`src/hdl/hnfp_pkg.sv`:
```
package hnfp_pkg;

  // Default width of the remaining-byte counter.
  localparam int LEN_BITS_DEF = 16;

  // Payload limit register: reset value and working range.
  localparam logic [11:0] MAX_PAYLOAD_RESET = 12'd1400;
  localparam logic [11:0] MAX_PAYLOAD_MIN   = 12'd2;
  localparam logic [11:0] MAX_PAYLOAD_MAX   = 12'd2048;

  // FU-A header construction.
  localparam logic [7:0] NRI_MASK      = 8'h60;
  localparam logic [7:0] FU_A_TYPE     = 8'd28;
  localparam logic [7:0] NAL_TYPE_MASK = 8'h1F;
  localparam logic [7:0] FU_START_BIT  = 8'h80;
  localparam logic [7:0] FU_END_BIT    = 8'h40;

  // Most results one input byte can cause.
  localparam int MAX_RESULTS = 3;

  // Input request.
  typedef struct packed {
    logic [7:0]  data_byte;
    logic        nal_start;
    logic [15:0] nal_length;
  } hnfp_in_t;

  // Result request.
  typedef struct packed {
    logic [7:0]  payload_byte;
    logic        packet_first;
    logic        packet_last;
    logic [15:0] packet_seq;
    logic        run_end;
  } hnfp_out_t;

  // All results caused by one input byte, handed from the core to the emitter.
  typedef struct packed {
    logic [1:0]                    cnt;
    hnfp_out_t [MAX_RESULTS-1:0]   res;
  } hnfp_bundle_t;

endpackage

```
`src/hdl/hnfp_core.sv`:
```
module hnfp_core import hnfp_pkg::*; #(
  parameter int LEN_BITS = LEN_BITS_DEF
) (
  input  logic         clk,
  input  logic         rst_n,
  input  logic         in_valid,
  output logic         in_stall,
  input  hnfp_in_t     in_data,
  input  logic         cfg_valid,
  input  logic [11:0]  cfg_data,
  input  logic         load_ok,
  output logic         bundle_load,
  output hnfp_bundle_t bundle
);

  // Width that holds both a saturated length and the payload limit.
  localparam int CW = (LEN_BITS > 16) ? LEN_BITS : 16;

  logic                item_valid_r;
  hnfp_in_t            item_r;
  logic [11:0]         max_payload_r;
  logic [15:0]         seq_r, seq_nxt;
  logic [7:0]          hdr_r, hdr_nxt;
  logic                frag_r, frag_nxt;
  logic [LEN_BITS-1:0] left_r, left_nxt;
  logic [10:0]         chunk_r, chunk_nxt;
  logic                ffrag_r, ffrag_nxt;

  logic                in_fire;
  logic                item_take;
  logic [11:0]         mp;
  logic [CW-1:0]       mp_ext;
  logic [15:0]         len16;
  logic [CW-1:0]       len_ext;
  logic [CW-1:0]       len_sat;
  logic [LEN_BITS-1:0] len;
  logic [15:0]         seq_use;
  logic                abandon;
  logic                last;
  logic [11:0]         chunk_inc;
  logic [7:0]          fu_hdr;
  hnfp_bundle_t        bnd;

  // Input register: holds one request until the core can hand its results on.
  assign in_stall  = item_valid_r & ~load_ok;
  assign in_fire   = in_valid & ~in_stall;
  assign item_take = item_valid_r & load_ok;

  always_ff @(posedge clk) begin
    if (!rst_n) begin
      item_valid_r <= 1'b0;
    end else begin
      item_valid_r <= in_fire | (item_valid_r & ~item_take);
    end
  end

  always_ff @(posedge clk) begin
    if (in_fire) begin
      item_r <= in_data;
    end
  end

  // Payload limit register.
  always_ff @(posedge clk) begin
    if (!rst_n) begin
      max_payload_r <= MAX_PAYLOAD_RESET;
    end else if (cfg_valid) begin
      max_payload_r <= cfg_data;
    end
  end

  // Clamp the limit into its working range.
  always_comb begin
    if (max_payload_r < MAX_PAYLOAD_MIN) begin
      mp = MAX_PAYLOAD_MIN;
    end else if (max_payload_r > MAX_PAYLOAD_MAX) begin
      mp = MAX_PAYLOAD_MAX;
    end else begin
      mp = max_payload_r;
    end
  end
  assign mp_ext = CW'(mp);

  // Length of a new NAL: zero counts as one, then saturate to the counter width.
  assign len16   = (item_r.nal_length == 16'd0) ? 16'd1 : item_r.nal_length;
  assign len_ext = CW'(len16);
  assign len_sat = (len_ext > CW'({LEN_BITS{1'b1}})) ? CW'({LEN_BITS{1'b1}}) : len_ext;
  assign len     = len_sat[LEN_BITS-1:0];

  // An open packet of an abandoned NAL still uses up its sequence number.
  assign abandon   = (left_r != '0) & (~frag_r | (chunk_r != 11'd0));
  assign chunk_inc = {1'b0, chunk_r} + 12'd1;

  // FU header: NAL type with the start and end marks.
  always_comb begin
    fu_hdr = hdr_r & NAL_TYPE_MASK;
    if (ffrag_r) begin
      fu_hdr = fu_hdr | FU_START_BIT;
    end
    if (CW'(left_r) <= mp_ext) begin
      fu_hdr = fu_hdr | FU_END_BIT;
    end
  end

  // Step logic: next state and the results of the request in the input register.
  always_comb begin
    seq_use   = seq_r;
    seq_nxt   = seq_r;
    hdr_nxt   = hdr_r;
    frag_nxt  = frag_r;
    left_nxt  = left_r;
    chunk_nxt = chunk_r;
    ffrag_nxt = ffrag_r;
    last      = 1'b0;
    bnd       = '0;

    if (item_r.nal_start) begin
      if (abandon) begin
        seq_use = seq_r + 16'd1;
      end
      hdr_nxt   = item_r.data_byte;
      chunk_nxt = 11'd0;
      ffrag_nxt = 1'b1;
      left_nxt  = len - LEN_BITS'(1);
      if (CW'(len) <= mp_ext) begin
        // Whole NAL fits in one packet.
        last     = (len == LEN_BITS'(1));
        frag_nxt = 1'b0;
        bnd.cnt  = 2'd1;
        bnd.res[0].payload_byte = item_r.data_byte;
        bnd.res[0].packet_first = 1'b1;
        bnd.res[0].packet_last  = last;
        bnd.res[0].run_end      = 1'b1;
      end else begin
        // Header of a fragmented NAL is dropped.
        frag_nxt = 1'b1;
      end
    end else if (left_r == '0) begin
      // Stray byte with no NAL open.
      bnd.cnt = 2'd0;
    end else if (!frag_r) begin
      last     = (left_r == LEN_BITS'(1));
      left_nxt = left_r - LEN_BITS'(1);
      bnd.cnt  = 2'd1;
      bnd.res[0].payload_byte = item_r.data_byte;
      bnd.res[0].packet_first = 1'b0;
      bnd.res[0].packet_last  = last;
      bnd.res[0].run_end      = 1'b1;
    end else begin
      last      = (left_r == LEN_BITS'(1)) | (chunk_inc >= mp);
      left_nxt  = left_r - LEN_BITS'(1);
      chunk_nxt = chunk_inc[10:0];
      if (chunk_r == 11'd0) begin
        // New fragment: indicator, FU header, then the data byte.
        bnd.cnt = 2'd3;
        bnd.res[0].payload_byte = (hdr_r & NRI_MASK) | FU_A_TYPE;
        bnd.res[0].packet_first = 1'b1;
        bnd.res[1].payload_byte = fu_hdr;
        bnd.res[2].payload_byte = item_r.data_byte;
        bnd.res[2].packet_last  = last;
        bnd.res[2].run_end      = 1'b1;
      end else begin
        bnd.cnt = 2'd1;
        bnd.res[0].payload_byte = item_r.data_byte;
        bnd.res[0].packet_last  = last;
        bnd.res[0].run_end      = 1'b1;
      end
      if (last) begin
        chunk_nxt = 11'd0;
        ffrag_nxt = 1'b0;
      end
      if (left_r == LEN_BITS'(1)) begin
        frag_nxt  = 1'b0;
        ffrag_nxt = 1'b1;
        chunk_nxt = 11'd0;
      end
    end

    for (int i = 0; i < MAX_RESULTS; i++) begin
      bnd.res[i].packet_seq = seq_use;
    end
    seq_nxt = last ? (seq_use + 16'd1) : seq_use;
  end

  assign bundle      = bnd;
  assign bundle_load = item_take & (bnd.cnt != 2'd0);

  // Packetizer state.
  always_ff @(posedge clk) begin
    if (!rst_n) begin
      seq_r   <= 16'd0;
      hdr_r   <= 8'd0;
      frag_r  <= 1'b0;
      left_r  <= '0;
      chunk_r <= 11'd0;
      ffrag_r <= 1'b1;
    end else if (item_take) begin
      seq_r   <= seq_nxt;
      hdr_r   <= hdr_nxt;
      frag_r  <= frag_nxt;
      left_r  <= left_nxt;
      chunk_r <= chunk_nxt;
      ffrag_r <= ffrag_nxt;
    end
  end

endmodule

```
`src/hdl/hnfp_emit.sv`:
```
module hnfp_emit import hnfp_pkg::*; (
  input  logic         clk,
  input  logic         rst_n,
  input  logic         bundle_load,
  input  hnfp_bundle_t bundle,
  output logic         load_ok,
  output logic         out_valid,
  input  logic         out_stall,
  output hnfp_out_t    out_data
);

  hnfp_bundle_t bundle_r;
  logic         bvalid_r;
  logic [1:0]   idx_r;
  logic         out_valid_r;
  hnfp_out_t    out_data_r;

  logic         out_free;
  logic         emit;
  logic         done;
  hnfp_out_t    cur;

  // One result moves to the output register per cycle while the output register is free.
  assign out_free = ~out_valid_r | ~out_stall;
  assign emit     = bvalid_r & out_free;
  assign done     = emit & (idx_r == (bundle_r.cnt - 2'd1));
  assign load_ok  = ~bvalid_r | done;

  // Pick the result at the current position.
  always_comb begin
    case (idx_r)
      2'd0:    cur = bundle_r.res[0];
      2'd1:    cur = bundle_r.res[1];
      2'd2:    cur = bundle_r.res[2];
      default: cur = bundle_r.res[0];
    endcase
  end

  // Bundle register and read position.
  always_ff @(posedge clk) begin
    if (!rst_n) begin
      bvalid_r <= 1'b0;
      idx_r    <= 2'd0;
    end else if (bundle_load) begin
      bvalid_r <= 1'b1;
      idx_r    <= 2'd0;
    end else if (done) begin
      bvalid_r <= 1'b0;
      idx_r    <= 2'd0;
    end else if (emit) begin
      idx_r <= idx_r + 2'd1;
    end
  end

  always_ff @(posedge clk) begin
    if (bundle_load) begin
      bundle_r <= bundle;
    end
  end

  // Output register.
  always_ff @(posedge clk) begin
    if (!rst_n) begin
      out_valid_r <= 1'b0;
    end else if (out_free) begin
      out_valid_r <= emit;
    end
  end

  always_ff @(posedge clk) begin
    if (emit) begin
      out_data_r <= cur;
    end
  end

  assign out_valid = out_valid_r;
  assign out_data  = out_data_r;

endmodule

```
`src/hdl/h264_nal_fu_a_packetizer_unit.sv`:
```
// Channel   Direction  Handshake            Payload
// in_       input      in_valid / in_stall  hnfp_in_t: data_byte, nal_start, nal_length
// out_      output     out_valid/out_stall  hnfp_out_t: payload byte, marks, seq, run_end
// cfg_      input      cfg_valid/cfg_ready  cfg_data: max_payload (12 bits)
//
// A NAL byte goes from the input register through the combinational core, the bundle
// register and the output register; the core takes one byte per cycle unless stalled.
// The first byte of each FU-A fragment causes three results, so the output register
// moves one result per cycle when free, and the input is held until all three are out.
// rst_n is synchronous; it loads max_payload with 1400 and returns the other control and
// packetizer state to its reset values; the data registers are not reset.
// A stall on the output holds the output register and backs up to in_stall.
module h264_nal_fu_a_packetizer_unit import hnfp_pkg::*; #(
  parameter int LEN_BITS = LEN_BITS_DEF
) (
  input  logic        clk,
  input  logic        rst_n,
  input  logic        in_valid,
  output logic        in_stall,
  input  hnfp_in_t    in_data,
  output logic        out_valid,
  input  logic        out_stall,
  output hnfp_out_t   out_data,
  input  logic        cfg_valid,
  output logic        cfg_ready,
  input  logic [11:0] cfg_data
);

  logic         load_ok;
  logic         bundle_load;
  hnfp_bundle_t bundle;

  // The limit register takes a write in any cycle.
  assign cfg_ready = 1'b1;

  hnfp_core #(
    .LEN_BITS (LEN_BITS)
  ) u_core (
    .clk         (clk),
    .rst_n       (rst_n),
    .in_valid    (in_valid),
    .in_stall    (in_stall),
    .in_data     (in_data),
    .cfg_valid   (cfg_valid),
    .cfg_data    (cfg_data),
    .load_ok     (load_ok),
    .bundle_load (bundle_load),
    .bundle      (bundle)
  );

  hnfp_emit u_emit (
    .clk         (clk),
    .rst_n       (rst_n),
    .bundle_load (bundle_load),
    .bundle      (bundle),
    .load_ok     (load_ok),
    .out_valid   (out_valid),
    .out_stall   (out_stall),
    .out_data    (out_data)
  );

endmodule
```
`config.mk`:
```
export PLATFORM = sky130hd
export DESIGN_NAME = h264_nal_fu_a_packetizer_unit
export DESIGN_NICKNAME = d
export VERILOG_FILES = /design/src/hdl/hnfp_pkg.sv /design/src/hdl/hnfp_core.sv /design/src/hdl/hnfp_emit.sv /design/src/hdl/h264_nal_fu_a_packetizer_unit.sv
export SDC_FILE = /design/constraint.sdc
export NUM_CORES = 1
export LEC_CHECK = 0
export ABC_AREA = 1
export BUFFER_PORTS_ARGS = -buffer_cell sky130_fd_sc_hd__buf_2
export CAP_MARGIN = 15
export CORE_ASPECT_RATIO = 1.75
export CORE_MARGIN = 5
export CORE_UTILIZATION = 25
export DETAILED_ROUTE_END_ITERATION = 12
export PLACE_DENSITY_LB_ADDON = 0.25
export SETUP_SLACK_MARGIN = 0.1
export SYNTH_ARGS = -nofsm -noshare
export SYNTH_HDL_FRONTEND = slang
export SYNTH_SLANG_ARGS = --single-unit
export TNS_END_PERCENT = 50
```
`constraint.sdc`:
```
create_clock -name clk -period 7.5 [get_ports clk]
set_input_delay 1.5 -clock clk [delete_from_list [all_inputs] [get_ports clk]]
set_output_delay 1.5 -clock clk [all_outputs]
set_load 0.01 [all_outputs]
```
# Yosys cells after proc, flatten, opt, wreduce, memory -nomap -nowiden
# Cells that the tools add are included.
[op_classes] mux=51 n_mul=0 magnitude_cmp=6 n_reduce_logical=16 div=0 addsub=7 n_eq_ne=6 n_bitwise=22 shift=0
[op_table] operator="16-bit two-way mux" n=7
[op_table] operator="11-bit two-way mux" n=5
[op_table] operator="27-bit one-hot mux with 2 select lines" n=1
[op_table] operator="10-bit two-way mux" n=4
[op_table] operator="16-bit by 1-bit adder with 16-bit output, second input constant" n=2
[op_table] operator="16-bit by 1-bit == test with 1-bit output, second input constant" n=2
[op_table] operator="16-bit by 12-bit <= comparator with 1-bit output" n=2
[op_table] operator="16-bit logical NOT" n=2
[op_table] operator="16-bit by 1-bit subtractor with 16-bit output, second input constant" n=2
[op_table] operator="1-bit two-way mux" n=24
[op_table] operator="12-bit two-way mux" n=2
[op_table] operator="16-bit > comparator, second input constant" n=1
[op_table] operator="8-bit two-way mux" n=2
[op_table] operator="16-bit nonzero test" n=1
[op_table] operator="11-bit by 1-bit adder with 12-bit output, second input constant" n=1
[op_table] operator="12-bit greater-or-equal comparator" n=1
[op_table] operator="12-bit > comparator, second input constant" n=1
[op_table] operator="12-bit by 2-bit less-than comparator with 1-bit output, second input constant" n=1
[op_table] operator="11-bit logical NOT" n=1
[op_table] operator="11-bit nonzero test" n=1
[op_table] operator="9-bit two-way mux" n=1
[op_table] operator="1-bit inverter" n=9
[op_table] operator="1-bit bitwise AND" n=8
[op_table] operator="2-bit two-way mux" n=4
[op_table] operator="other kinds (15)" n=23
[word_totals] reg_bits=168 rom_bits=0 mem_bits_rw=0 elab_cells=137 latchBits=0 mem_count=0 output_inout_bits=30 in_bits=42

# Logic depth before layout (Yosys ltp)
# Gate-level depths: netlist of the first run.
[logic_depth] depth_word=10 depth_mapped=26 ltp_nobuf=26

# Hierarchy
# Synthesis of the first run repeated with hierarchy kept, for this count alone.
[unflattened] cells_unflattened=1291 hier_area_um2=11114.4
[modules_own_cells] module="hnfp_core" instances=1 seq_area_each_um2=2052.0 cells_per_inst=1024 area_per_inst_um2=6996.7
[modules_own_cells] module="hnfp_emit" instances=1 seq_area_each_um2=3383.2 cells_per_inst=265 area_per_inst_um2=4106.4
[modules_own_cells] module="h264_nal_fu_a_packetizer_unit" instances=1 seq_area_each_um2=0.0 cells_per_inst=2 area_per_inst_um2=11.3

# Least setup slack after synthesis of the first run
# Ideal clock, no wire load.
[synth_timing] path_type="reg2reg" start="register u_core.max_payload_r[4]" end="register u_emit.bundle_r[0] (netlist name) (enable)" path_slack_ns=3.896 path_buffers=0 t_required_ns=7.100 setup_ns=0.400 path_stages_with_launch=19 period_less_slack_ns=3.604 t_arrival_ns=3.204 cell_sequence="dfxtp_1 -> nor4_1 -> nand3_1 -> o21ai_1 -> o21ai_0 -> ha_1 -> nand2_1 -> nand2_1 -> nand2_1 -> nand2_1 -> nand2_1 -> nand2_1 -> nand2_1 -> nand2_1 -> nand2_1 -> nand2_1 -> nand2_1 -> nand2_1 -> inv_1"
[synth_lines] element="start: declaration" line="hnfp_core.sv:21" source="logic [11:0] max_payload_r;"
[synth_lines] element="start signal: assignment" line="hnfp_core.sv:68" source="max_payload_r <= cfg_data;"
[synth_lines] element="end signal: assignment" line="hnfp_emit.sv:57" source="bundle_r <= bundle;"
[synth_lines] element="end: declaration" line="hnfp_emit.sv:12" source="hnfp_bundle_t bundle_r;"

==> out/summary.json, run 1 <==
{
  "die_width": {"value": 153, "unit": "um"},
  "globalplace.congestion": {"value": 0.822},
  "synth_most_common_cell": {"value": "sky130_fd_sc_hd__nand2_1"},
  "synth.cell_area": {"value": 8970, "unit": "um2"},
  "hold_crit_path_type": {"value": "register to register"},
  "fin_ws": {"value": 3.41, "unit": "ns"},
  "cp_arrival": {"value": 4.21, "unit": "ns"},
  "cp-end-kind": {"value": "register"},
  "syn-instance-count": {"value": 1056},
  "ys_dominant_reg_cell": {"value": "sky130_fd_sc_hd__edfxtp_1"},
  "switching_share": {"value": 29.6, "unit": "%"},
  "critical_path_cell_count": {"value": 19},
  "r2r.worst_path.cells": {"value": 19},
  "p_per_area": {"value": 222, "unit": "nW/um2"},
  "holdPathEnd": {"value": "u_emit.out_data[15]"},
  "pwr-share-clk": {"value": 37.0, "unit": "%"},
  "total_routing_usage_reported_by_global_routing": {"value": 11.9, "unit": "%"},
  "grt_setup_unrepaired": {"value": "no"},
  "cpPeakStageDelay": {"value": 0.50, "unit": "ns"},
  "post-route-cell-area": {"value": 10300, "unit": "um2"},
  "p_seq_share": {"value": 47.0, "unit": "%"},
  "core": {"value": 35400, "unit": "um2"},
  "setup-tns-final": {"value": 0, "unit": "ns"},
  "max-clock-path-buffers": {"value": 2},
  "synth.top_cells.by_area": {"value": "sky130_fd_sc_hd__edfxtp_1, sky130_fd_sc_hd__dfxtp_1, sky130_fd_sc_hd__nand2_1, sky130_fd_sc_hd__ha_1, sky130_fd_sc_hd__inv_1"},
  "relSlewSlack": {"value": 39.4, "unit": "%"},
  "die_height": {"value": 261, "unit": "um"},
  "postCtsSetupBuffers": {"value": 0},
  "drt-pass1-iter-count": {"value": 4},
  "timing.hold.worst_path_depth": {"value": 0},
  "timing.final.crit_share": {"value": 54.6, "unit": "%"},
  "initial_utilization": {"value": 25.3, "unit": "%"},
  "cts_bufs_inserted": {"value": 17},
  "layout-drive-gt1-share": {"value": 14.3, "unit": "%"},
  "synth_seq_area_share": {"value": 48.2, "unit": "%"},
  "area_growth": {"value": 14.9, "unit": "%"},
  "critical_path.n_buffers_inverters": {"value": 2},
  "placement.cell_area": {"value": 9730, "unit": "um2"},
  "register_bit_count_reported_by_yosys": {"value": 167},
  "layout_min_cycle_time": {"value": 4.09, "unit": "ns"},
  "detail-route-antenna-nets": {"value": 0},
  "io-pin-count": {"value": 72},
  "cell_taking_the_most_area_after_synthesis": {"value": "sky130_fd_sc_hd__edfxtp_1"},
  "wl_met2": {"value": 13200, "unit": "um"},
  "antenna_found_initial": {"value": 0},
  "post_synth.cell_area_avg": {"value": 8.49, "unit": "um2"},
  "critical-path-top-delay-family": {"value": "simple AND/OR/NAND/NOR gates"},
  "p_switching": {"value": 678, "unit": "uW"},
  "num_rows": {"value": 91},
  "peakVddDrop": {"value": 145, "unit": "uV"},
  "hpwl": {"value": 17900, "unit": "um"},
  "grt_first_pass_wirelength": {"value": 37100, "unit": "um"},
  "wirelength_met1": {"value": 8560, "unit": "um"},
  "detailroute.via_count": {"value": 6998},
  "fin_worst_skew": {"value": 0.00972, "unit": "ns"},
  "detailroute.wirelength.met3": {"value": 710, "unit": "um"},
  "cts.clk_slew.worst_paths": {"value": 0.07, "unit": "ns"},
  "clock-sinks": {"value": 167},
  "rrSetupSlack": {"value": 3.41, "unit": "ns"},
  "antenna_cells_inserted": {"value": 0},
  "final_max_slew_viol_count": {"value": 0},
  "floorplan_die_area": {"value": 39900, "unit": "um2"},
  "routed_wire_length_per_instance": {"value": 14.5, "unit": "um"},
  "postCtsResizedCells": {"value": 0},
  "post-route-util": {"value": 29.1, "unit": "%"},
  "leak": {"value": 0.00434, "unit": "uW"},
  "critical_path.most_common_cell": {"value": "sky130_fd_sc_hd__nand2_1"},
  "yosys.cell_types.count": {"value": 51},
  "postSynthNetCount": {"value": 1144},
  "critPathLaunchType": {"value": "register"},
  "fillerInstances": {"value": 3755},
  "clock.fmax": {"value": 244, "unit": "MHz"},
  "maximum_number_of_pins_on_one_net_before_global_route_repair": {"value": 42},
  "wirelength": {"value": 23100, "unit": "um"},
  "yosys_warnings": {"value": 0},
  "crit_required": {"value": 7.61, "unit": "ns"},
  "finalHoldViolCount": {"value": 0},
  "outcome": {"value": "finished, final reports clean"},
  "fin_nets": {"value": 1199},
  "setup_violations": {"value": 0},
  "routed.top_layer": {"value": "met4"},
  "p_int": {"value": 1620, "unit": "uW"},
  "reg2reg_to": {"value": "u_emit.bundle_r[80]"},
  "post-place-ws": {"value": 3.01, "unit": "ns"},
  "first_global_vias": {"value": 6948},
  "post_cts_hold_buffer_count": {"value": 0},
  "route.detailed.vias_per_inst": {"value": 4.40},
  "drc_marker_count_from_the_first_detailed_route_iteration": {"value": 345},
  "drc": {"value": 0},
  "worstHoldStart": {"value": "u_emit.bundle_r[15]"},
  "worst-setup-path-type": {"value": "register to register"},
  "insertion_delay": {"value": 0.44, "unit": "ns"},
  "critical-path-slowest-cell": {"value": "sky130_fd_sc_hd__inv_1"},
  "worstMarginPinSlew": {"value": 0.908, "unit": "ns"},
  "grt_overflow": {"value": 0},
  "critical_path_cell_list": {"value": "nor4_1 > nand3_1 > o21ai_1 > o21ai_0 > ha_1 > nand2_1 > nand2_1 > nand2_1 > nand2_1 > nand2_1 > nand2_1 > nand2_1 > nand2_1 > nand2_1 > nand2_1 > nand2_1 > nand2_1 > inv_1 > buf_4"},
  "total_of_max_cap_violations": {"value": 0},
  "power": {"value": 2290, "unit": "uW"},
  "root_buffer": {"value": "sky130_fd_sc_hd__clkbuf_16"},
  "synthDominantCellAreaShare": {"value": 32.8, "unit": "%"},
  "power.share.combinational": {"value": 16.0, "unit": "%"},
  "cts_max_level": {"value": 4},
  "critical_path_peak_fanout": {"value": 30},
  "synth_enable_flop_cells": {"value": 98},
  "postSynth.asyncResetShare": {"value": 0, "unit": "%"},
  "synth.top_cells.by_count": {"value": "sky130_fd_sc_hd__nand2_1, sky130_fd_sc_hd__inv_1, sky130_fd_sc_hd__nor2_1, sky130_fd_sc_hd__edfxtp_1, sky130_fd_sc_hd__a21oi_1"},
  "cts_tree": {"value": "built"},
  "regToRegStartpoint": {"value": "u_core.max_payload_r[4]"},
  "port_buffers": {"value": 70}
}
power groups by stage:
stage	logic [uW]	registers, uW	clock network (uW)
floorplan	271	1090	0
finish	367	1080	848
CTS	372	1080	879
global placement	365	1100	0
global route	424	1080	910
detailed placement	370	1100	0
registers in the layout, summed over array words and instances, names as in the netlist:
signal and count:
u_emit.out_data 27, u_emit.idx_r 2, u_core.max_payload_r 12, u_emit.out_valid 1, u_core.item_valid_r 1, u_core.item_r 25
u_emit.bvalid_r 1, u_core.hdr_r 7, u_core.left_r 16, u_core.frag_r 1, u_core.seq_r 16, u_core.ffrag_r 1
u_core.chunk_r 11, u_emit.bundle_r 46
layout by cell type (no fill, tap or decap), drive strengths merged, types with 2 or more instances in the layout:
cell type and count:
a211oi 9, a21o 2, a21oi 88, a31oi 6, buf 74, clkbuf 18, clkinv 8, clkinvlp 2
dfxtp 69, edfxtp 98, ha 46, inv 130, nand2 208, nand3 76, nand3b 2, nand4 19
nor2 133, nor3 13, nor4 4, o211ai 7, o21ai 66, o21bai 5, o22ai 2, o31ai 2
or2 4, xnor2 5, xor2 19
worst max-delay path by stage:
stage	startpoint	end	slack [ns]
after floorplan	u_core.max_payload_r[4]	u_emit.bundle_r[0]	3.90
after global placement	out_stall	u_emit.bundle_r[80]	3.01
after CTS	u_core.max_payload_r[4]	u_emit.bundle_r[20]	3.34
after global routing	u_core.max_payload_r[4]	u_emit.bundle_r[24]	2.91
final	u_core.max_payload_r[4]	u_emit.bundle_r[80]	3.41
after detailed placement	out_stall	u_emit.bundle_r[26]	3.01
logic make-up (layout without fill, tap and decap cells):
kind of cell	Yosys count	in the layout	synth area share (%)
simple gates	463	463	23.7
compound gates	190	190	11.7
flops	167	167	48.2
buf+inv	165	233	7.52
fa+ha+maj	46	46	6.42
xor+xnor	24	24	2.43
other cells	1	1	0.0418
stage by stage:
step	std cells	hold WS, ns
final	1589	0.418
after global routing	1589	0.424
after CTS	1588	0.420
after detailed placement	1556	0.405
after global placement	1556	0.401
after floorplan	1056	0.400
layer usage:
layer / global-route usage [%] / vias to the layer above
met2: 24.0 / 112
met1: 11.5 / 3197
met4: 4.83 / 0
met3: 2.41 / 30
li1: - / 3659
met5: 0 / -
layout make-up:
| cell class | count | area [um2] | area share, % |
|---|---|---|---|
| timing repair buffer | 74 | 400 | 3.88 |
| clock buffer | 18 | 429 | 4.16 |
| tap | 465 | 582 | 5.64 |
| inverter | 127 | 477 | 4.62 |
| clock inverter | 14 | 125 | 1.21 |
| multi-input combinational | 724 | 3970 | 38.5 |
| sequential | 167 | 4320 | 41.9 |
(Power assumes the default switching activity.)
==> run 2: changes to the inputs <==
--- a/config.mk
+++ b/config.mk
@@ -5,7 +5,7 @@
 export SDC_FILE = /design/constraint.sdc
 export NUM_CORES = 1
 export LEC_CHECK = 0
-export ABC_AREA = 1
+export ABC_AREA = 0
 export BUFFER_PORTS_ARGS = -buffer_cell sky130_fd_sc_hd__buf_2
 export CAP_MARGIN = 15
 export CORE_ASPECT_RATIO = 1.75
==> constraint.sdc (replaced) <==
create_clock -name clk -period 3.77 [get_ports clk]
set_input_delay 0.754 -clock clk [delete_from_list [all_inputs] [get_ports clk]]
set_output_delay 0.754 -clock clk [all_outputs]
set_load 0.01 [all_outputs]
==> out/summary.json, run 2 <==
{
  "clock-sinks": {"value": 167, "change": "unchanged"},
  "post_synth.cell_area_avg": {"value": 9.96, "unit": "um2", "change": "+17%"},
  "globalplace.congestion": {"value": 0.840, "change": "+2.3%"},
  "fin_nets": {"value": 1052, "change": "-12%"},
  "die_width": {"value": 152, "unit": "um", "change": "-0.91%"},
  "worstHoldStart": {"value": "u_emit.bundle_r[15]"},
  "finalHoldViolCount": {"value": 0, "change": "unchanged"},
  "cts.clk_slew.worst_paths": {"value": 0.07, "unit": "ns", "change": "about the same"},
  "cts_max_level": {"value": 4, "change": "unchanged"},
  "grt_setup_unrepaired": {"value": "yes"},
  "cp_arrival": {"value": 3.89, "unit": "ns", "change": "-0.32 ns"},
  "power": {"value": 4500, "unit": "uW", "change": "+96%"},
  "synthDominantCellAreaShare": {"value": 33.5, "unit": "%", "change": "+0.65 points"},
  "grt_overflow": {"value": 0, "change": "unchanged"},
  "setup-tns-final": {"value": 0, "unit": "ns", "change": "unchanged"},
  "port_buffers": {"value": 70, "change": "unchanged"},
  "insertion_delay": {"value": 0.44, "unit": "ns", "change": "about the same"},
  "reg2reg_to": {"value": "u_core.seq_r[14]"},
  "route.detailed.vias_per_inst": {"value": 4.60, "change": "+4.5%"},
  "detail-route-antenna-nets": {"value": 0, "change": "unchanged"},
  "postSynth.asyncResetShare": {"value": 0, "unit": "%", "change": "unchanged"},
  "antenna_found_initial": {"value": 0, "change": "unchanged"},
  "layout.cells.most_common_list": {"value": "sky130_fd_sc_hd__nand2_1, sky130_fd_sc_hd__edfxtp_1, sky130_fd_sc_hd__buf_2"},
  "relSlewSlack": {"value": 55.2, "unit": "%", "change": "+16 points"},
  "initial_utilization": {"value": 25.1, "unit": "%", "change": "-0.25 points"},
  "detailroute.via_count": {"value": 6637, "change": "-5.2%"},
  "timing.final.crit_share": {"value": 94.3, "unit": "%", "change": "+40 points"},
  "worstMarginPinSlew": {"value": 0.669, "unit": "ns", "change": "-0.239 ns"},
  "syn-instance-count": {"value": 883, "change": "-16%"},
  "rrSetupSlack": {"value": 0.22, "unit": "ns", "change": "-3.19 ns"},
  "layout-drive-gt1-share": {"value": 18.9, "unit": "%", "change": "+4.6 points"},
  "wirelength": {"value": 22600, "unit": "um", "change": "-2.1%"},
  "antenna_cells_inserted": {"value": 0, "change": "unchanged"},
  "grt_first_pass_wirelength": {"value": 35800, "unit": "um", "change": "-3.3%"},
  "synth.cell_area": {"value": 8800, "unit": "um2", "change": "-1.9%"},
  "hold_crit_path_type": {"value": "register to register"},
  "total_of_max_cap_violations": {"value": 0, "change": "unchanged"},
  "largest_register_ffs": {"value": 46, "change": "unchanged"},
  "cp-end-kind": {"value": "register"},
  "clock.fmax": {"value": 281, "unit": "MHz", "change": "+15%"},
  "final_max_slew_viol_count": {"value": 0, "change": "unchanged"},
  "yosys_warnings": {"value": 0, "change": "unchanged"},
  "most_common_cell_after_layout_fill_and_taps_aside": {"value": "sky130_fd_sc_hd__nand2_1"},
  "timing.critical_path.from": {"value": "u_core.item_r[9]"},
  "yosys.cell_types.count": {"value": 73, "change": "+43%"},
  "fin_worst_skew": {"value": 0.00923, "unit": "ns", "change": "-0.000498 ns"},
  "regToRegStartpoint": {"value": "u_core.item_r[9]"},
  "p_per_area": {"value": 423, "unit": "nW/um2", "change": "+90%"},
  "layout_min_cycle_time": {"value": 3.55, "unit": "ns", "change": "-0.539 ns"},
  "floorplan_die_area": {"value": 39200, "unit": "um2", "change": "-1.8%"},
  "synth.top_cells.by_area": {"value": "sky130_fd_sc_hd__edfxtp_1, sky130_fd_sc_hd__dfxtp_1, sky130_fd_sc_hd__ha_1, sky130_fd_sc_hd__nand2_1, sky130_fd_sc_hd__and2_1"},
  "critical_path_peak_fanout": {"value": 5, "change": "-83%"},
  "register_bit_count_reported_by_yosys": {"value": 167, "change": "unchanged"},
  "outcome": {"value": "finished, final reports clean"},
  "die_height": {"value": 258, "unit": "um", "change": "-0.94%"},
  "leak": {"value": 0.00412, "unit": "uW", "change": "-5.2%"},
  "r2r.worst_path.cells": {"value": 16, "change": "-3"},
  "core": {"value": 35100, "unit": "um2", "change": "-0.96%"},
  "io-pin-count": {"value": 72, "change": "unchanged"},
  "max_flop_register": {"value": "u_emit.bundle_r"},
  "first_global_vias": {"value": 6786, "change": "-2.3%"},
  "ys_dominant_reg_cell": {"value": "sky130_fd_sc_hd__edfxtp_1"},
  "area_of_the_multi_input_gates": {"value": 4310, "unit": "um2", "change": "+8.5%"},
  "destination_of_the_critical_timing_path": {"value": "u_core.seq_r[14]"},
  "drc": {"value": 0, "change": "unchanged"},
  "drc_marker_count_from_the_first_detailed_route_iteration": {"value": 291, "change": "-16%"},
  "drt-pass1-iter-count": {"value": 5, "change": "+1"},
  "max-clock-path-buffers": {"value": 2, "change": "unchanged"},
  "cell_taking_the_most_area_after_synthesis": {"value": "sky130_fd_sc_hd__edfxtp_1"},
  "cts_tree": {"value": "built"},
  "num_rows": {"value": 91, "change": "unchanged"},
  "synth_seq_area_share": {"value": 49.2, "unit": "%", "change": "+0.95 points"},
  "area_growth": {"value": 20.8, "unit": "%"},
  "peakVddDrop": {"value": 283, "unit": "uV", "change": "+96%"},
  "root_buffer": {"value": "sky130_fd_sc_hd__clkbuf_16"},
  "register_area": {"value": 4330, "unit": "um2", "change": "about the same"},
  "worst-setup-path-type": {"value": "register to register"},
  "routed_wire_length_per_instance": {"value": 15.7, "unit": "um", "change": "+7.9%"},
  "crit_required": {"value": 4.11, "unit": "ns", "change": "-3.50 ns"},
  "synth.top_cells.by_count": {"value": "sky130_fd_sc_hd__nand2_1, sky130_fd_sc_hd__edfxtp_1, sky130_fd_sc_hd__dfxtp_1, sky130_fd_sc_hd__nor2_1, sky130_fd_sc_hd__o21ai_0"},
  "synth_enable_flop_cells": {"value": 98, "change": "unchanged"},
  "setup_violations": {"value": 0, "change": "unchanged"},
  "maximum_number_of_pins_on_one_net_before_global_route_repair": {"value": 40, "change": "-4.8%"},
  "fillerInstances": {"value": 3748, "change": "-0.19%"},
  "hpwl": {"value": 17000, "unit": "um", "change": "-5.1%"},
  "total_routing_usage_reported_by_global_routing": {"value": 11.7, "unit": "%", "change": "-0.17 points"},
  "cts_bufs_inserted": {"value": 17, "change": "unchanged"},
  "critPathLaunchType": {"value": "register"},
  "postSynthNetCount": {"value": 971, "change": "-15%"},
  "synth_most_common_cell": {"value": "sky130_fd_sc_hd__nand2_1"}
}
==> run 2: repair_timing <==
action | in CTS | in global routing
gates cloned | 0 | 3
setup buffers | 0 | 4
endpoints found under the setup margin | 3 | 71
pin swaps | 1 | 4
gates resized for setup | 2 | 23
hold buffers | 0 | 0
==> run 2: area by class of cell <==
cell class / instances / share of cell area (%)
Multi-Input combinational cell: 648 / 40.6
Clock inverter: 15 / 1.57
Inverter: 21 / 0.777
Clock buffer: 17 / 4.00
Sequential cell: 167 / 40.7
Timing Repair Buffer: 109 / 6.90
Tap cell: 465 / 5.48
==> run 2: worst min path at each step <==
stage          cells after the start                  end  slack, ns
2_1_floorplan                      0  u_emit.out_data[10]       0.40
3_3_place_gp                       0   u_emit.out_data[6]       0.40
3_5_place_dp                       0   u_emit.out_data[7]       0.41
4_1_cts                            0  u_emit.out_data[15]       0.42
5_1_grt                            0  u_emit.out_data[15]       0.44
6_report                           0  u_emit.out_data[15]       0.42
==> run 2: report_power, final <==
part	internal [uW]	total (uW)	switching, uW
clock network	990	1770	779
registers	2020	2080	65.0
logic	258	642	384
==> run 2: critical path, cell delays in order (launching register included) <==
cell and delay, ns:
sky130_fd_sc_hd__edfxtp_1 0.39, sky130_fd_sc_hd__or4_4 0.59, sky130_fd_sc_hd__nor2_4 0.13, sky130_fd_sc_hd__nand2_2 0.08, sky130_fd_sc_hd__nor3_4 0.17, sky130_fd_sc_hd__a21oi_2 0.11, sky130_fd_sc_hd__ha_1 0.30, sky130_fd_sc_hd__nand3_2 0.08
sky130_fd_sc_hd__nor4_2 0.17, sky130_fd_sc_hd__a21o_1 0.17, sky130_fd_sc_hd__o2bb2ai_4 0.15, sky130_fd_sc_hd__nand4_4 0.21, sky130_fd_sc_hd__a211oi_4 0.35, sky130_fd_sc_hd__a2bb2o_1 0.18, sky130_fd_sc_hd__nand3_1 0.09, sky130_fd_sc_hd__xnor2_1 0.14
sky130_fd_sc_hd__and2_1 0.15
==> run 2: metal layers <==
metal | vias up | routed length [um] | global-route usage [%]
li1 | 3340 | - | -
met1 | 3099 | 8510 | 12.4
met2 | 151 | 12400 | 21.6
met3 | 47 | 876 | 2.41
met4 | 0 | 843 | 5.80
met5 | - | 0 | 0
==> run 2: through the flow <==
step           hold WS, ns  setup WS [ns]  utilization [%]  area (um2)  std cells
2_1_floorplan        0.400          0.138                -        8800        883
3_3_place_gp         0.403         0.0296             28.0        9810       1403
3_5_place_dp         0.409         0.0457             28.0        9810       1403
4_1_cts              0.422          0.116             29.7       10400       1435
5_1_grt              0.435         0.0188             30.3       10600       1442
6_report             0.418          0.215             30.3       10600       1442
==> run 2: kinds of logic (layout without fill, tap and decap cells) <==
| kind of cell | after synthesis | after routing | synth area share, % |
|---|---|---|---|
| DFF | 167 | 167 | 49.2 |
| muxes | 17 | 17 | 1.96 |
| other | 1 | 1 | 0.0426 |
| xor gates and xnor gates | 57 | 57 | 5.76 |
| adders and majority gates | 46 | 46 | 6.54 |
| buffers and inverters | 68 | 162 | 3.09 |
| AOI/OAI and AO/OA | 179 | 179 | 13.1 |
| and+or+nand+nor | 348 | 348 | 20.4 |
==> run 3: changes to the inputs <==
==> constraint.sdc (replaced) <==
create_clock -name clk -period 3.77 [get_ports clk]
set_input_delay 0.377 -clock clk [delete_from_list [all_inputs] [get_ports clk]]
set_output_delay 0.377 -clock clk [all_outputs]
set_load 0.01 [all_outputs]
==> out/summary.json, run 3 (synthesis results as in run 2) <==
{
  "post_cts_hold_buffer_count": {"value": 0, "change": "unchanged"},
  "crit_required": {"value": 4.16, "unit": "ns", "change": "+0.05 ns"},
  "root_buffer": {"value": "sky130_fd_sc_hd__clkbuf_16"},
  "most_common_cell_after_layout_fill_and_taps_aside": {"value": "sky130_fd_sc_hd__nand2_1"},
  "max-clock-path-buffers": {"value": 2, "change": "unchanged"},
  "area_of_the_multi_input_gates": {"value": 4340, "unit": "um2", "change": "+0.67%"},
  "route.detailed.vias_per_inst": {"value": 4.62, "change": "+0.48%"},
  "p_per_area": {"value": 420, "unit": "nW/um2", "change": "-0.69%"},
  "grt_first_pass_wirelength": {"value": 36200, "unit": "um", "change": "+0.94%"},
  "detail-route-antenna-nets": {"value": 0, "change": "unchanged"},
  "layoutNonFillerInstCount": {"value": 1445, "change": "+0.21%"},
  "layout.cells.most_common_list": {"value": "sky130_fd_sc_hd__nand2_1, sky130_fd_sc_hd__edfxtp_1, sky130_fd_sc_hd__buf_2"},
  "critical_path_peak_fanout": {"value": 4, "change": "-1"},
  "maximum_number_of_pins_on_one_net_before_global_route_repair": {"value": 47, "change": "+18%"},
  "post-route-cell-area": {"value": 10700, "unit": "um2", "change": "+0.24%"},
  "critical_path_cell_list": {"value": "or4_4 > nor2_4 > nand2_2 > nor3_4 > a21oi_2 > ha_1 > nand3_1 > nor4_2 > a21o_1 > o2bb2ai_4 > nand4_4 > a211o_1 > nand2b_4 > a21oi_2 > xor2_1 > and2_1"},
  "cts.clk_slew.worst_paths": {"value": 0.07, "unit": "ns", "change": "about the same"},
  "core": {"value": 35100, "unit": "um2", "change": "unchanged"},
  "cts_bufs_inserted": {"value": 17, "change": "unchanged"},
  "outcome": {"value": "finished, final reports clean"},
  "layout-drive-gt1-share": {"value": 19.5, "unit": "%", "change": "+0.55 points"},
  "fin_nets": {"value": 1055, "change": "+0.29%"},
  "first_global_vias": {"value": 6685, "change": "-1.5%"},
  "critical_path.most_common_cell": {"value": "sky130_fd_sc_hd__a21oi_2"},
  "clock.fmax": {"value": 284, "unit": "MHz", "change": "+0.88%"},
  "port_buffers": {"value": 70, "change": "unchanged"},
  "cpPeakStageDelay": {"value": 0.55, "unit": "ns", "change": "-0.04 ns"},
  "cts_max_level": {"value": 4, "change": "unchanged"},
  "hold_crit_path_type": {"value": "input port to register"},
  "drc": {"value": 0, "change": "unchanged"},
  "cts_tree": {"value": "built"},
  "antenna_found_initial": {"value": 0, "change": "unchanged"},
  "total_of_max_cap_violations": {"value": 0, "change": "unchanged"},
  "routed_wire_length_per_instance": {"value": 15.9, "unit": "um", "change": "+1.6%"},
  "largest_register_ffs": {"value": 46, "change": "unchanged"},
  "total_routing_usage_reported_by_global_routing": {"value": 12.0, "unit": "%", "change": "+0.24 points"},
  "hpwl": {"value": 17100, "unit": "um", "change": "+0.33%"},
  "cp_arrival": {"value": 3.91, "unit": "ns", "change": "+0.02 ns"},
  "die_height": {"value": 258, "unit": "um", "change": "unchanged"},
  "fin_ws": {"value": 0.247, "unit": "ns", "change": "+0.0311 ns"},
  "leak": {"value": 0.00413, "unit": "uW", "change": "+0.41%"},
  "setup_violations": {"value": 0, "change": "unchanged"},
  "layout_min_cycle_time": {"value": 3.52, "unit": "ns", "change": "-0.0311 ns"},
  "area_growth": {"value": 21.1, "unit": "%"},
  "post-place-ws": {"value": 0.0501, "unit": "ns", "change": "+0.00442 ns"},
  "globalplace.congestion": {"value": 0.848, "change": "+0.95%"},
  "finalHoldViolCount": {"value": 0, "change": "unchanged"},
  "drt-pass1-iter-count": {"value": 7, "change": "+2"},
  "hold_ws": {"value": 0.101, "unit": "ns", "change": "-0.318 ns"},
  "critical-path-slowest-cell": {"value": "sky130_fd_sc_hd__or4_4"},
  "critPathLaunchType": {"value": "register"},
  "register_area": {"value": 4330, "unit": "um2", "change": "about the same"},
  "timing.final.crit_share": {"value": 93.5, "unit": "%", "change": "-0.83 points"},
  "floorplan_die_area": {"value": 39200, "unit": "um2", "change": "unchanged"},
  "peakVddDrop": {"value": 313, "unit": "uV", "change": "+11%"},
  "grt_setup_unrepaired": {"value": "yes"},
  "fillerInstances": {"value": 3730, "change": "-0.48%"},
  "worstMarginPinSlew": {"value": 0.702, "unit": "ns", "change": "+0.0334 ns"},
  "relSlewSlack": {"value": 53.0, "unit": "%", "change": "-2.2 points"},
  "fin_worst_skew": {"value": 0.0119, "unit": "ns", "change": "+0.00272 ns"},
  "drc_marker_count_from_the_first_detailed_route_iteration": {"value": 272, "change": "-6.5%"},
  "insertion_delay": {"value": 0.45, "unit": "ns", "change": "about the same"},
  "antenna_cells_inserted": {"value": 0, "change": "unchanged"},
  "die_width": {"value": 152, "unit": "um", "change": "unchanged"},
  "final_max_slew_viol_count": {"value": 0, "change": "unchanged"},
  "grt_overflow": {"value": 0, "change": "unchanged"},
  "detailroute.via_count": {"value": 6683, "change": "+0.69%"},
  "placement.cell_area": {"value": 9780, "unit": "um2", "change": "-0.28%"},
  "cp-end-kind": {"value": "register"},
  "io-pin-count": {"value": 72, "change": "unchanged"},
  "placed_cells": {"value": 1401, "change": "-0.14%"},
  "initial_utilization": {"value": 25.1, "unit": "%", "change": "unchanged"},
  "max_flop_register": {"value": "u_emit.bundle_r"},
  "clock-sinks": {"value": 167, "change": "unchanged"},
  "worst-setup-path-type": {"value": "register to register"},
  "num_rows": {"value": 91, "change": "unchanged"},
  "wirelength": {"value": 23000, "unit": "um", "change": "+1.8%"}
}
==> run 3: path summary, 6_finish.rpt <==
kind / startpoint / to / slack (ns) / cells past startpoint
setup / recovery: u_core.item_r[11] / u_core.seq_r[15] / 0.25 / 16
hold / removal: in_data[2] / u_core.item_r[2] / 0.10 / 1
setup reg to reg: u_core.item_r[11] / u_core.seq_r[15] / 0.25 / 16
hold reg to reg: u_emit.bundle_r[7] / u_emit.out_data[7] / 0.42 / 0
==> run 3: final cells by class <==
class,instances,share of cell area (%)
multi-input cells,648,40.7
flip-flops and latches,167,40.6
repair buffers,112,6.84
well taps,465,5.46
clock buffers,19,4.25
clock inverters,13,1.28
inverters,21,0.775
==> run 3: power breakdown <==
| part | total (uW) | internal, uW | switching (uW) |
|---|---|---|---|
| Sequential | 2080 | 2020 | 65.3 |
| Clock | 1750 | 966 | 781 |
| Combinational | 643 | 256 | 387 |
| Total | 4480 | 3240 | 1230 |
==> run 3: metal layers <==
layer / track usage, % / vias to the layer above / wire length (um)
met4: 7.05 / 0 / 1130
met5: 0 / - / 0
met3: 2.62 / 55 / 847
li1: - / 3334 / -
met1: 12.9 / 3141 / 8840
met2: 21.1 / 153 / 12200
==> run 3: critical path: cells and delay by family, from the launching register on <==
kind	cells	cell delay [ns]
AO/OA/AOI/OAI	5	0.91
XOR/XNOR	1	0.14
adder cells (fa/ha/maj)	1	0.28
flip-flops	1	0.43
AND/OR/NAND/NOR	9	1.72
==> run 3: stage by stage <==
stage	power [uW]	utilization, %	setup TNS (ns)
4_1_cts	4540	29.6	0
3_5_place_dp	2750	27.9	0
6_report	4480	30.4	0
5_1_grt	4720	30.4	-0.0155
3_3_place_gp	2740	27.9	0
2_1_floorplan	2510	-	0
==> run 3: what timing repair did <==
| item | in CTS | in global routing |
|---|---|---|
| gates cloned | 0 | 1 |
| pin swaps | 1 | 7 |
| setup buffers | 0 | 10 |
| resized for setup | 3 | 27 |
| setup endpoints to repair | 3 | 73 |
